`config.mk`:
```
export PLATFORM = sky130hd
export DESIGN_NAME = midi_transpose_stops_layer_core_flat
export DESIGN_NICKNAME = d
export VERILOG_FILES = /design/src/design/mtsl_pkg.sv /design/src/design/mtsl_in_if.sv /design/src/design/mtsl_hist.sv /design/src/design/midi_transpose_stops_layer_core.sv /design/src/flat_wrapper.sv
export SDC_FILE = /design/constraint.sdc
export NUM_CORES = 1
export LEC_CHECK = 0
export BUFFER_PORTS_ARGS = -buffer_cell sky130_fd_sc_hd__buf_2
export CAP_MARGIN = 20
export CORE_MARGIN = 8
export CORE_UTILIZATION = 56
export CTS_CLUSTER_DIAMETER = 200
export CTS_CLUSTER_SIZE = 8
export DETAILED_ROUTE_END_ITERATION = 8
export PLACE_DENSITY = 0.85
export RECOVER_POWER = 50
export SYNTH_ARGS = -nofsm -noshare
export SYNTH_HDL_FRONTEND = slang
export SYNTH_SLANG_ARGS = --single-unit
```
`constraint.sdc`:
```
create_clock -name clk -period 8.6 [get_ports clk]
set_input_delay 1.72 -clock clk [delete_from_list [all_inputs] [get_ports clk]]
set_output_delay 1.72 -clock clk [all_outputs]
set_load 0.01 [all_outputs]
```
`src/design/mtsl_pkg.sv`:
```
// Package: widths, codes and helpers for the transpose / stops layer block.
`timescale 1ns / 1ps
package mtsl_pkg;

  localparam int TRANSPOSE_LIMIT = 12;
  localparam int STOP_COUNT      = 4;
  localparam int STOP_SPACING    = 12;

  localparam int KIND_W    = 3;
  localparam int OKIND_W   = 2;
  localparam int CHAN_W    = 4;
  localparam int KEY_W     = 7;
  localparam int AMT_W     = 7;
  localparam int STOPNUM_W = 8;
  localparam int COUNT_W   = 8;
  localparam int SHIFT_W   = 6;
  localparam int HIST_DEPTH = 1 << KEY_W;
  localparam int STOP_IDX_W = (STOP_COUNT > 1) ? $clog2(STOP_COUNT) : 1;

  localparam int CFG_IDX_W  = 1;
  localparam int CFG_DATA_W = 1;
  localparam logic [CFG_IDX_W-1:0] CFG_IDX_XPOSE = 1'd0;
  localparam logic [CFG_IDX_W-1:0] CFG_IDX_STOPS = 1'd1;

  // input event kinds
  localparam logic [KIND_W-1:0] KIND_NOTE_OFF    = 3'd0;
  localparam logic [KIND_W-1:0] KIND_NOTE_ON     = 3'd1;
  localparam logic [KIND_W-1:0] KIND_PRESSURE    = 3'd2;
  localparam logic [KIND_W-1:0] KIND_XPOSE_DOWN  = 3'd3;
  localparam logic [KIND_W-1:0] KIND_XPOSE_UP    = 3'd4;
  localparam logic [KIND_W-1:0] KIND_STOP_TOGGLE = 3'd5;

  // result kinds
  localparam logic [OKIND_W-1:0] OUT_NOTE_OFF = 2'd0;
  localparam logic [OKIND_W-1:0] OUT_NOTE_ON  = 2'd1;
  localparam logic [OKIND_W-1:0] OUT_PRESSURE = 2'd2;

  localparam logic signed [SHIFT_W-1:0] SHIFT_MAX = SHIFT_W'(TRANSPOSE_LIMIT);
  localparam logic signed [SHIFT_W-1:0] SHIFT_MIN = -SHIFT_MAX;

  // unison stop (index 1) on after reset
  localparam logic [STOP_COUNT-1:0] STOP_EN_RESET = STOP_COUNT'(2);

  typedef struct packed {
    logic               rd_en;
    logic [KEY_W-1:0]   rd_addr;
    logic               wr_en;
    logic [KEY_W-1:0]   wr_addr;
    logic [COUNT_W-1:0] wr_data;
  } hist_req_t;

  // key offset of stop idx: (idx - 1) * 12, modulo 128
  function automatic logic [KEY_W-1:0] stop_offset(input logic [STOP_IDX_W-1:0] idx);
    int off;
    off = (int'(idx) - 1) * STOP_SPACING;
    return off[KEY_W-1:0];
  endfunction

endpackage

```
`src/design/mtsl_in_if.sv`:
```
// Interfaces for the event input channel and the result channel.
`timescale 1ns / 1ps
interface mtsl_in_if;
  logic                            valid;
  logic                            ready;
  logic [mtsl_pkg::KIND_W-1:0]     kind;
  logic [mtsl_pkg::CHAN_W-1:0]     channel;
  logic [mtsl_pkg::KEY_W-1:0]      key;
  logic [mtsl_pkg::AMT_W-1:0]      amount;
  logic [mtsl_pkg::STOPNUM_W-1:0]  stop_number;

  modport source (output valid, kind, channel, key, amount, stop_number, input ready);
  modport sink   (input valid, kind, channel, key, amount, stop_number, output ready);
endinterface

interface mtsl_out_if;
  logic                          valid;
  logic                          ready;
  logic [mtsl_pkg::OKIND_W-1:0]  out_kind;
  logic [mtsl_pkg::CHAN_W-1:0]   out_channel;
  logic [mtsl_pkg::KEY_W-1:0]    out_key;
  logic [mtsl_pkg::AMT_W-1:0]    out_amount;
  logic [mtsl_pkg::COUNT_W-1:0]  note_count;
  logic                          last;

  modport source (output valid, out_kind, out_channel, out_key, out_amount, note_count, last,
                  input ready);
  modport sink   (input valid, out_kind, out_channel, out_key, out_amount, note_count, last,
                  output ready);
endinterface

```
`src/design/mtsl_hist.sv`:
```
// Key histogram memory: sync read, per-entry valid bits, write forwarding.
`timescale 1ns / 1ps
module mtsl_hist (
  input  logic                          clk,
  input  logic                          rst_n,
  input  mtsl_pkg::hist_req_t           req,
  output logic [mtsl_pkg::COUNT_W-1:0]  rd_count
);

  logic [mtsl_pkg::COUNT_W-1:0] mem [mtsl_pkg::HIST_DEPTH];
  logic [mtsl_pkg::HIST_DEPTH-1:0] hvld_r;

  logic [mtsl_pkg::COUNT_W-1:0] rd_data_r;
  logic                         rd_vld_r;
  logic [mtsl_pkg::KEY_W-1:0]   rd_addr_r;
  logic                         fwd_vld_r;
  logic [mtsl_pkg::KEY_W-1:0]   fwd_addr_r;
  logic [mtsl_pkg::COUNT_W-1:0] fwd_data_r;

  always_ff @(posedge clk) begin
    if (req.wr_en) begin
      mem[req.wr_addr] <= req.wr_data;
    end
    if (req.rd_en) begin
      rd_data_r <= mem[req.rd_addr];
      rd_addr_r <= req.rd_addr;
    end
    if (req.wr_en) begin
      fwd_addr_r <= req.wr_addr;
      fwd_data_r <= req.wr_data;
    end
  end

  always_ff @(posedge clk) begin
    if (!rst_n) begin
      hvld_r    <= '0;
      rd_vld_r  <= 1'b0;
      fwd_vld_r <= 1'b0;
    end else begin
      if (req.rd_en) begin
        rd_vld_r <= hvld_r[req.rd_addr];
      end
      if (req.wr_en) begin
        hvld_r[req.wr_addr] <= 1'b1;
        fwd_vld_r           <= 1'b1;
      end
    end
  end

  // last write always wins: covers a write in the same cycle as the read
  always_comb begin
    if (fwd_vld_r && (fwd_addr_r == rd_addr_r)) begin
      rd_count = fwd_data_r;
    end else if (rd_vld_r) begin
      rd_count = rd_data_r;
    end else begin
      rd_count = '0;
    end
  end

endmodule

```
`src/design/midi_transpose_stops_layer_core.sv`:
```
// Top level: MIDI transpose and stops layering with a per-key note-on histogram.
`timescale 1ns / 1ps
// Usage
//   in_ch  : parsed events (kind, channel, key, amount, stop_number), valid/ready.
//   out_ch : result events, valid/ready; last marks the final result of an event.
//   cfg_*  : write port for transpose_in_chain (index 0) and stops_in_chain
//            (index 1); write only while no event is in flight.
// Each note event produces one result per enabled stop (or one when stops are
// out of the chain); pressure produces one; control events produce none.
// Pipeline: issue stage (one copy per cycle unless stalled, histogram read) -> update stage
// (read-modify-write, forwarded) -> output register. Sustained rate is one result
// per cycle while out_ch is ready, so a note occupies the issue stage until its last
// copy has issued; the next event is taken in the cycle its predecessor's last copy
// leaves that stage.
// The histogram RAM has one read and one write port; the issue stage is the limit.
// Reset: synchronous, active low. Clears shift, stop enables (unison on), chain
// bits, pipeline valids and the histogram valid bits, so all counts read zero.
// No clearing pass is needed. A stall on out_ch holds the output register and
// backs up through the pipeline to in_ch.ready.
module midi_transpose_stops_layer_core (
  input  logic                             clk,
  input  logic                             rst_n,
  mtsl_in_if.sink                          in_ch,
  mtsl_out_if.source                       out_ch,
  input  logic                             cfg_we,
  input  logic [mtsl_pkg::CFG_IDX_W-1:0]   cfg_index,
  input  logic [mtsl_pkg::CFG_DATA_W-1:0]  cfg_data
);

  localparam int SC = mtsl_pkg::STOP_COUNT;

  // configuration and control state
  logic                                  xpose_on_r;
  logic                                  stops_on_r;
  logic signed [mtsl_pkg::SHIFT_W-1:0]   shift_r;
  logic [SC-1:0]                         stop_en_r;

  // issue stage (A)
  logic                                  a_vld_r;
  logic [mtsl_pkg::OKIND_W-1:0]          a_kind_r;
  logic [mtsl_pkg::CHAN_W-1:0]           a_ch_r;
  logic [mtsl_pkg::AMT_W-1:0]            a_amt_r;
  logic [mtsl_pkg::KEY_W-1:0]            a_base_r;
  logic [SC-1:0]                         a_mask_r;
  logic                                  a_layer_r;
  logic                                  a_bump_r;
  logic                                  a_pres_r;

  // update stage (B)
  logic                                  b_vld_r;
  logic [mtsl_pkg::OKIND_W-1:0]          b_kind_r;
  logic [mtsl_pkg::CHAN_W-1:0]           b_ch_r;
  logic [mtsl_pkg::AMT_W-1:0]            b_amt_r;
  logic [mtsl_pkg::KEY_W-1:0]            b_key_r;
  logic                                  b_bump_r;
  logic                                  b_pres_r;
  logic                                  b_last_r;

  // output register
  logic                                  o_vld_r;
  logic [mtsl_pkg::OKIND_W-1:0]          o_kind_r;
  logic [mtsl_pkg::CHAN_W-1:0]           o_ch_r;
  logic [mtsl_pkg::KEY_W-1:0]            o_key_r;
  logic [mtsl_pkg::AMT_W-1:0]            o_amt_r;
  logic [mtsl_pkg::COUNT_W-1:0]          o_cnt_r;
  logic                                  o_last_r;

  logic                                  in_fire;
  logic                                  a_fire, b_fire, b_ready, o_free;
  logic [mtsl_pkg::STOP_IDX_W-1:0]       a_sel;
  logic [SC-1:0]                         a_mask_left;
  logic                                  a_last;
  logic [mtsl_pkg::KEY_W-1:0]            a_key;
  logic                                  in_is_note, in_is_pres;
  logic [SC-1:0]                         in_mask;
  logic [mtsl_pkg::KEY_W-1:0]            in_base;
  logic [mtsl_pkg::COUNT_W-1:0]          hist_count, b_count;
  mtsl_pkg::hist_req_t                   hreq;

  // handshakes
  assign o_free  = !o_vld_r || out_ch.ready;
  assign b_fire  = b_vld_r && o_free;
  assign b_ready = !b_vld_r || b_fire;
  assign a_fire  = a_vld_r && b_ready;

  // pick lowest pending stop
  always_comb begin
    a_sel = '0;
    for (int i = SC - 1; i >= 0; i--) begin
      if (a_mask_r[i]) begin
        a_sel = mtsl_pkg::STOP_IDX_W'(i);
      end
    end
  end

  assign a_mask_left = a_mask_r & ~(SC'(1) << a_sel);
  assign a_last      = (a_mask_left == '0);
  assign a_key       = a_base_r + (a_layer_r ? mtsl_pkg::stop_offset(a_sel) : '0);

  assign in_ch.ready = !a_vld_r || (a_fire && a_last);
  assign in_fire     = in_ch.valid && in_ch.ready;

  assign in_is_note = (in_ch.kind == mtsl_pkg::KIND_NOTE_OFF) ||
                      (in_ch.kind == mtsl_pkg::KIND_NOTE_ON);
  assign in_is_pres = (in_ch.kind == mtsl_pkg::KIND_PRESSURE);
  assign in_mask    = stops_on_r ? stop_en_r : SC'(1);
  assign in_base    = in_ch.key +
                      (xpose_on_r ? mtsl_pkg::KEY_W'(shift_r) : '0);

  // configuration
  always_ff @(posedge clk) begin
    if (!rst_n) begin
      xpose_on_r <= 1'b0;
      stops_on_r <= 1'b0;
    end else if (cfg_we) begin
      unique case (cfg_index)
        mtsl_pkg::CFG_IDX_XPOSE: xpose_on_r <= cfg_data[0];
        mtsl_pkg::CFG_IDX_STOPS: stops_on_r <= cfg_data[0];
        default: ;
      endcase
    end
  end

  // control events: transpose steps saturate, stop toggles ignore bad indices
  always_ff @(posedge clk) begin
    if (!rst_n) begin
      shift_r   <= '0;
      stop_en_r <= mtsl_pkg::STOP_EN_RESET;
    end else if (in_fire) begin
      if (in_ch.kind == mtsl_pkg::KIND_XPOSE_DOWN) begin
        if (shift_r > mtsl_pkg::SHIFT_MIN) shift_r <= shift_r - mtsl_pkg::SHIFT_W'(1);
      end else if (in_ch.kind == mtsl_pkg::KIND_XPOSE_UP) begin
        if (shift_r < mtsl_pkg::SHIFT_MAX) shift_r <= shift_r + mtsl_pkg::SHIFT_W'(1);
      end else if (in_ch.kind == mtsl_pkg::KIND_STOP_TOGGLE) begin
        if (in_ch.stop_number < mtsl_pkg::STOPNUM_W'(SC)) begin
          stop_en_r[in_ch.stop_number[mtsl_pkg::STOP_IDX_W-1:0]] <=
            !stop_en_r[in_ch.stop_number[mtsl_pkg::STOP_IDX_W-1:0]];
        end
      end
    end
  end

  // issue stage
  always_ff @(posedge clk) begin
    if (!rst_n) begin
      a_vld_r <= 1'b0;
    end else if (in_fire) begin
      // notes with no stop enabled, control and unknown kinds take no slot
      a_vld_r <= (in_is_note && (in_mask != '0)) || in_is_pres;
    end else if (a_fire && a_last) begin
      a_vld_r <= 1'b0;
    end
  end

  always_ff @(posedge clk) begin
    if (in_fire) begin
      a_kind_r  <= in_ch.kind[mtsl_pkg::OKIND_W-1:0];
      a_ch_r    <= in_ch.channel;
      a_amt_r   <= in_ch.amount;
      a_pres_r  <= in_is_pres;
      a_bump_r  <= (in_ch.kind == mtsl_pkg::KIND_NOTE_ON) && (in_ch.channel == '0);
      a_layer_r <= in_is_note && stops_on_r;
      a_base_r  <= in_is_pres ? '0 : in_base;
      a_mask_r  <= in_is_pres ? SC'(1) : in_mask;
    end else if (a_fire) begin
      a_mask_r  <= a_mask_left;
    end
  end

  // update stage
  always_ff @(posedge clk) begin
    if (!rst_n) begin
      b_vld_r <= 1'b0;
    end else if (b_ready) begin
      b_vld_r <= a_fire;
    end
  end

  always_ff @(posedge clk) begin
    if (a_fire) begin
      b_kind_r <= a_kind_r;
      b_ch_r   <= a_ch_r;
      b_amt_r  <= a_amt_r;
      b_key_r  <= a_key;
      b_bump_r <= a_bump_r;
      b_pres_r <= a_pres_r;
      b_last_r <= a_last;
    end
  end

  assign b_count = hist_count + mtsl_pkg::COUNT_W'(b_bump_r);

  always_comb begin
    hreq.rd_en   = a_fire && !a_pres_r;
    hreq.rd_addr = a_key;
    hreq.wr_en   = b_fire && b_bump_r;
    hreq.wr_addr = b_key_r;
    hreq.wr_data = b_count;
  end

  mtsl_hist u_hist (
    .clk      (clk),
    .rst_n    (rst_n),
    .req      (hreq),
    .rd_count (hist_count)
  );

  // output register
  always_ff @(posedge clk) begin
    if (!rst_n) begin
      o_vld_r <= 1'b0;
    end else if (o_free) begin
      o_vld_r <= b_fire;
    end
  end

  always_ff @(posedge clk) begin
    if (b_fire) begin
      o_kind_r <= b_kind_r;
      o_ch_r   <= b_ch_r;
      o_key_r  <= b_key_r;
      o_amt_r  <= b_amt_r;
      o_cnt_r  <= b_pres_r ? '0 : b_count;
      o_last_r <= b_last_r;
    end
  end

  assign out_ch.valid       = o_vld_r;
  assign out_ch.out_kind    = o_kind_r;
  assign out_ch.out_channel = o_ch_r;
  assign out_ch.out_key     = o_key_r;
  assign out_ch.out_amount  = o_amt_r;
  assign out_ch.note_count  = o_cnt_r;
  assign out_ch.last        = o_last_r;

endmodule

```
`src/flat_wrapper.sv`:
```
// flat-port wrapper written by rule: the top's interface ports become plain ports
module midi_transpose_stops_layer_core_flat 
  (clk, rst_n, cfg_we, cfg_index, cfg_data, in_ch_valid, in_ch_kind, in_ch_channel, in_ch_key, in_ch_amount, in_ch_stop_number, in_ch_ready, out_ch_valid, out_ch_out_kind, out_ch_out_channel, out_ch_out_key, out_ch_out_amount, out_ch_note_count, out_ch_last, out_ch_ready);
  mtsl_in_if in_ch_i ();
  mtsl_out_if out_ch_i ();
  input  logic clk;
  input  logic rst_n;
  input  logic cfg_we;
  input  logic [mtsl_pkg::CFG_IDX_W-1:0] cfg_index;
  input  logic [mtsl_pkg::CFG_DATA_W-1:0] cfg_data;
  input wire logic [$bits(in_ch_i.valid)-1:0] in_ch_valid;
  input wire logic [$bits(in_ch_i.kind)-1:0] in_ch_kind;
  input wire logic [$bits(in_ch_i.channel)-1:0] in_ch_channel;
  input wire logic [$bits(in_ch_i.key)-1:0] in_ch_key;
  input wire logic [$bits(in_ch_i.amount)-1:0] in_ch_amount;
  input wire logic [$bits(in_ch_i.stop_number)-1:0] in_ch_stop_number;
  output wire logic [$bits(in_ch_i.ready)-1:0] in_ch_ready;
  output wire logic [$bits(out_ch_i.valid)-1:0] out_ch_valid;
  output wire logic [$bits(out_ch_i.out_kind)-1:0] out_ch_out_kind;
  output wire logic [$bits(out_ch_i.out_channel)-1:0] out_ch_out_channel;
  output wire logic [$bits(out_ch_i.out_key)-1:0] out_ch_out_key;
  output wire logic [$bits(out_ch_i.out_amount)-1:0] out_ch_out_amount;
  output wire logic [$bits(out_ch_i.note_count)-1:0] out_ch_note_count;
  output wire logic [$bits(out_ch_i.last)-1:0] out_ch_last;
  input wire logic [$bits(out_ch_i.ready)-1:0] out_ch_ready;
  assign in_ch_i.valid = in_ch_valid;
  assign in_ch_i.kind = in_ch_kind;
  assign in_ch_i.channel = in_ch_channel;
  assign in_ch_i.key = in_ch_key;
  assign in_ch_i.amount = in_ch_amount;
  assign in_ch_i.stop_number = in_ch_stop_number;
  assign in_ch_ready = in_ch_i.ready;
  assign out_ch_valid = out_ch_i.valid;
  assign out_ch_out_kind = out_ch_i.out_kind;
  assign out_ch_out_channel = out_ch_i.out_channel;
  assign out_ch_out_key = out_ch_i.out_key;
  assign out_ch_out_amount = out_ch_i.out_amount;
  assign out_ch_note_count = out_ch_i.note_count;
  assign out_ch_last = out_ch_i.last;
  assign out_ch_i.ready = out_ch_ready;
  midi_transpose_stops_layer_core u_core (.clk(clk), .rst_n(rst_n), .in_ch(in_ch_i), .out_ch(out_ch_i), .cfg_we(cfg_we), .cfg_index(cfg_index), .cfg_data(cfg_data));
endmodule
```
# Yosys cells after proc, flatten, opt, wreduce, memory -nomap -nowiden
# Memories as Yosys holds them, arrays and structs flattened. A register that Yosys moved wholly into a read port is not among the register bits.
# Index checks and enable logic that the tools add are counted.
[classes]
muxes = 29
add_sub_neg = 6
n_eq_ne = 7
n_bitwise = 6
n_shift = 1
n_mul = 1
n_lt_le_gt_ge = 8
n_reduce_logical = 34
[op_table]
columns = ["op", "n"]
rows = [
  ["128-bit bitwise OR", 1],
  ["32-bit by 3-bit multiplier with 5-bit output (second input constant)", 1],
  ["6-bit 2-to-1 mux", 4],
  ["7-bit by 8-bit less-than comparator with 1-bit output (second input constant)", 2],
  ["4-bit 2-to-1 mux", 4],
  ["8-bit 2-to-1 mux", 2],
  ["7-bit adder", 2],
  ["7-bit 2-to-1 mux", 2],
  ["1-bit logical AND", 12],
  ["8-bit by 1-bit adder with 8-bit output", 1],
  ["4-bit logical NOT", 2],
  ["8-bit by 3-bit less-than comparator with 1-bit output (second input constant)", 1],
  ["1-bit 2-to-1 mux", 8],
  ["2-bit 2-to-1 mux", 4],
  ["2-bit nonzero test", 4],
  ["1-bit binary-select mux with 7-bit select", 1],
  ["1-bit demux with 7-bit select", 1],
  ["7-bit == test", 1],
  ["7-bit by 1-bit greater-or-equal comparator with 1-bit output (second input constant)", 1],
  ["6-bit by 2-bit adder with 6-bit output (second input constant)", 1],
  ["3-bit by 2-bit == test with 1-bit output (second input constant)", 2],
  ["3-bit == test (second input constant)", 2],
  ["6-bit by 5-bit > comparator with 1-bit output (second input constant)", 1],
  ["6-bit by 5-bit less-than comparator with 1-bit output (second input constant)", 1],
  ["other kinds (20)", 31],
]
[word_totals]
inputBits = 36
ram_bits = 1024
regBits = 246
memories = 1
[memory_table]
columns = ["name", "words", "word_bits", "rd", "rd_clocked_by_memory_dff", "write_ports", "line", "rtl"]
rows = [
  ["u_core.u_hist.mem", 128, 8, 1, 1, 1, "mtsl_hist.sv:10", "logic [mtsl_pkg::COUNT_W-1:0] mem [mtsl_pkg::HIST_DEPTH];"],
]

# Longest topological paths before layout
[depth]
ltp_word = 12
depth_mapped = 14
ltp_nobuf = 13

# Hierarchy
# From an unflattened synthesis, not the netlist that was laid out.
[unflattened]
cells_unflattened = 2379
hier_area_um2 = 49516.2
[by_module_without_submodules]
columns = ["mod", "n_inst", "cells_per_inst", "area_per_inst_um2", "seq_area_each_um2"]
rows = [
  ["mtsl_hist", 1, 2069, 45333.5, 34252.9],
  ["midi_transpose_stops_layer_core", 1, 310, 4182.8, 2672.6],
]

# Worst setup path after synthesis
# No wires, ideal clock.
[synth_timing]
path_type = "register to register"
start = "register u_core.u_hist.rd_addr_r[4] (netlist name)"
end = "register u_core.u_hist.fwd_data_r[3] (netlist name), data pin"
path_stages_with_launch = 13
path_slack_ns = 0.190
t_arrival_ns = 7.199
setup_time_ns = 1.211
cell_sequence = "edfxtp_1 > xnor2_1 > nand4_1 > nor2_1 > clkbuf_1 > clkbuf_1 > nand2_1 > o21ai_0 > ha_1 > nand3_1 > xor2_1 > nand2b_1 > o21ai_0"
[synth_via]
elab_chain_cells = 4
[synth_lines]
columns = ["element", "line", "rtl"]
rows = [
  ["from (decl)", "mtsl_hist.sv:15", "logic [mtsl_pkg::KEY_W-1:0] rd_addr_r;"],
  ["from (signal assigned)", "mtsl_hist.sv:26", "rd_addr_r <= req.rd_addr;"],
  ["7-bit == test", "mtsl_hist.sv:52", "if (fwd_vld_r && (fwd_addr_r == rd_addr_r)) begin"],
  ["1-bit logical AND", "mtsl_hist.sv:52", ""],
  ["8-bit 2-to-1 mux", "mtsl_hist.sv:52", ""],
  ["8-bit by 1-bit adder with 8-bit output", "midi_transpose_stops_layer_core.sv:191", "assign b_count = hist_count + mtsl_pkg::COUNT_W'(b_bump_r);"],
  ["via u_core.b_count, one bit", "midi_transpose_stops_layer_core.sv:77", "logic [mtsl_pkg::COUNT_W-1:0] hist_count, b_count;"],
  ["to (signal assigned)", "mtsl_hist.sv:30", "fwd_data_r <= req.wr_data;"],
  ["to (decl)", "mtsl_hist.sv:18", "logic [mtsl_pkg::COUNT_W-1:0] fwd_data_r;"],
]
# The timed path passes the listed nets, and every way through them passes these cells.
# A chain may end at the register's enable or synchronous reset.

# Final worst setup path
[layout_timing]
start = "input port rst_n"
end = "register u_core.u_hist.hvld_r[54] (netlist name)"
[layout_rtl]
columns = ["element", "line", "rtl"]
rows = [
  ["from (decl)", "flat_wrapper.sv:7", "input logic rst_n;"],
  ["to (signal assigned)", "mtsl_hist.sv:36", "hvld_r <= '0;"],
  ["to (signal, indexed assignment)", "mtsl_hist.sv:44", "hvld_r[req.wr_addr] <= 1'b1;"],
  ["to (decl)", "mtsl_hist.sv:11", "logic [mtsl_pkg::HIST_DEPTH-1:0] hvld_r;"],
]
# No word-level cell between the ends.

==> metrics.yaml <==
yosys:
  synthesis.area_sq_mm: 0.0495
  synth_flop_cell: "edfxtp_1"
  synth_top_area_frac: 0.687
  yosys-top-cells-area: "edfxtp_1 69%, mux4_2 15%, dfxtp_1 5.9%, o21a_1 2.0%, mux2i_1 1.8%"
  ys_seq_elements: 1278
  ys_seq_area_frac: 0.745
  synth_nets: 2501
  syn_avg_cell_area_sq_um: 20.3
  yosys-top-cells-count: "1133 x edfxtp_1, 320 x mux4_2, 154 x nor2_1, 145 x dfxtp_1, 131 x o21a_1"
  synth_edf_count: 1133
  async_flop_share: 0
  synth_cell_types: 46
  synth_cells: 2443
  synth_top_area_cell: "edfxtp_1"
  yosysMostFrequentCell: "edfxtp_1"
  ys_warn_count: 0
clock_tree:
  cts_buffers: 177
  cts-hold-fix-buffers: 0
  cts_buffer_depth: 3
  numClockSinks: 1278
  worstSkewPairLatency_ps: 770
  clk_pin_slew_worst_paths_ps: 50
  cts_root_buf: "clkbuf_16"
  cts_resized: 0
  post_cts_buffers: 0
  htree_levels: 4
  cts_tree: "built"
detailed_routing:
  num_vias: 27088
  drt_wl_total_um: 130000
  dr.pass1.iters: 8
  top_layer_used: "met5"
  drtIter0Drc: 4605
  viasPerCell: 6.91
  wl_met1_um: 43300
  route.detailed.drc: 0
  wl_per_cell_um: 33.1
  wl_met2_um: 64000
  drt.antenna.violating_nets: 0
  wl_met3_um: 14600
worst_hold_path:
  hold_path.class: "reg -> reg"
power_and_ir_drop:
  power_leakage_nw: 17.8
  power_density_mw_per_mm2: 258
  irDropWorstVdd_uv: 243
grt:
  overflow: 0
  first_global_vias: 27393
  grt_pass1_wl_um: 189000
  grt_max_degree: 144
  grt_use_total: 0.261
  antenna_found_initial: 3
status:
  violations: "max-capacitance violations, max-slew violations"
  status: "complete, but fails checks"
worst_setup_path:
  critPathLaunchType: "input port"
  critPathArrivalTime_ps: 7100
  end_kind: "flip-flop"
  crit_fanout: 83
  path_class: "in -> reg"
  timing.critical_path.required_ps: 9300
die:
  rows: 109
  die_w_um: 313
  die_area_sq_mm: 0.0982
  start_util: 0.563
  fp.coreArea_sq_mm: 0.0880
  die-height_um: 313
  io-pin-count: 67
finish:
  layout-drive-gt1-share: 0.209
  nets: 2666
  final_cells: 3918
  area_growth_pct: 13.7
  nFillCells: 5288
  finalInstanceArea_sq_mm: 0.0563
job:
  cap_violations: 16
sta:
  final.setup.tns_ps: 0
  fin_skew_ps: 35.2
  max-slew-margin-rel: -2.15
  whs_ps: 406
  grt_setup_unrepaired: "no"
  setup_viol_count_final: 0
  fin_crit_sh: 0.745
  fmax_mhz: 156
  period_needed_ps: 6410
  slew_violations: 872
  worst_pin_slew_ps: 4730
  hold_viol: 0
place:
  numPortBuffers: 66
  gp_congestion: 0.932
  dpl_cell_area_sq_mm: 0.0513
  hpwl_um: 71800
  dp.cells: 3589
cell families after synthesis:
kind of cell / after synthesis / synth area share
DFF: 1278 / 0.745
buffers and inverters: 142 / 0.0133
and+or+nand+nor: 315 / 0.0296
xor gates and xnor gates: 33 / 0.00583
muxes: 409 / 0.163
adders and majority gates: 22 / 0.00601
AOI/OAI and AO/OA: 244 / 0.0364
sequential cells by signal (all words and copies together) (netlist names), 2 cells and up:
name                       flops
u_core.u_hist.rd_addr_r        7
u_core.u_hist.hvld_r         128
u_core.a_amt_r                 7
u_core.out_ch.out_key          7
u_core.out_ch.out_channel      4
u_core.out_ch.note_count       8
u_core.u_hist.fwd_addr_r       7
u_core.b_key_r                 7
u_core.b_kind_r                2
u_core.out_ch.out_kind         2
u_core.stop_en_r               4
u_core.b_amt_r                 7
u_core.b_ch_r                  4
u_core.a_base_r                7
u_core.u_hist.fwd_data_r       8
u_core.out_ch.out_amount       7
u_core.a_kind_r                2
u_core.a_ch_r                  4
u_core.u_hist.rd_data_r        8
u_core.u_hist.mem           1024
u_core.a_mask_r                4
u_core.shift_r                 6
cells in the final DEF, fill, tap and decap left out, drive strengths merged, types with 20 or more instances in the layout:
cell type / n
o21ai: 21
mux4: 320
clkbuf: 371
nor2b: 27
xnor2: 25
edfxtp: 1133
buf: 51
inv: 20
nor2: 154
mux2i: 89
a221oi: 24
o21a: 131
nand2: 46
dfxtp: 145
area by class of cell:
cell class | count | area (sq um) | area share
Sequential cell | 1278 | 36900 | 0.655
Multi-Input combinational cell | 1023 | 12100 | 0.214
Clock buffer | 309 | 5000 | 0.0887
Tap cell | 1165 | 1460 | 0.0259
Timing Repair Buffer | 113 | 604 | 0.0107
Clock inverter | 12 | 235 | 0.00418
Inverter | 15 | 56.3 | 0.000999
Antenna cell | 3 | 7.51 | 0.000133
final timing paths:
check	startpoint	end	slack [ps]	depth (start not counted)
max	rst_n	u_core.u_hist.hvld_r[54]$_SDFFE_PN0P_	2190	3
min reg2reg	u_core.a_kind_r[1]$_DFFE_PN_	u_core.b_kind_r[1]$_DFFE_PP_	410	0
max reg2reg	u_core.u_hist.rd_addr_r[2]$_DFFE_PP_	u_core.u_hist.mem[18][4]$_DFFE_PP_	2340	11
min	u_core.a_kind_r[1]$_DFFE_PN_	u_core.b_kind_r[1]$_DFFE_PP_	410	0
routing by layer:
| layer | vias up | global-route usage |
|---|---|---|
| met5 | - | 0.00296 |
| met4 | 4 | 0.134 |
| li1 | 10368 | - |
| met1 | 13909 | 0.322 |
| met3 | 497 | 0.0676 |
| met2 | 2310 | 0.429 |
power breakdown:
group          leakage (nW)  total [mW]  internal (mW)  switching, mW
clock                  2.48        6.55           3.92           2.62
combinational          4.08        1.15          0.460          0.686
sequential             11.2        6.82           6.79         0.0271
total                  17.8        14.5           11.2           3.34
critical path: stages:
cell and delay (ps):
clkbuf_1 3240, clkbuf_2 1690, o21a_1 290
metrics by stage:
stage	utilization	total power, mW	setup slack (ps)
finish	0.640	14.5	2190
global route	0.640	14.8	1950
CTS	0.642	14.5	4060
detailed placement	0.583	8.02	3510
global placement	0.582	7.98	3700
floorplan	-	7.66	190
Power figures use the tool's default switching activity.
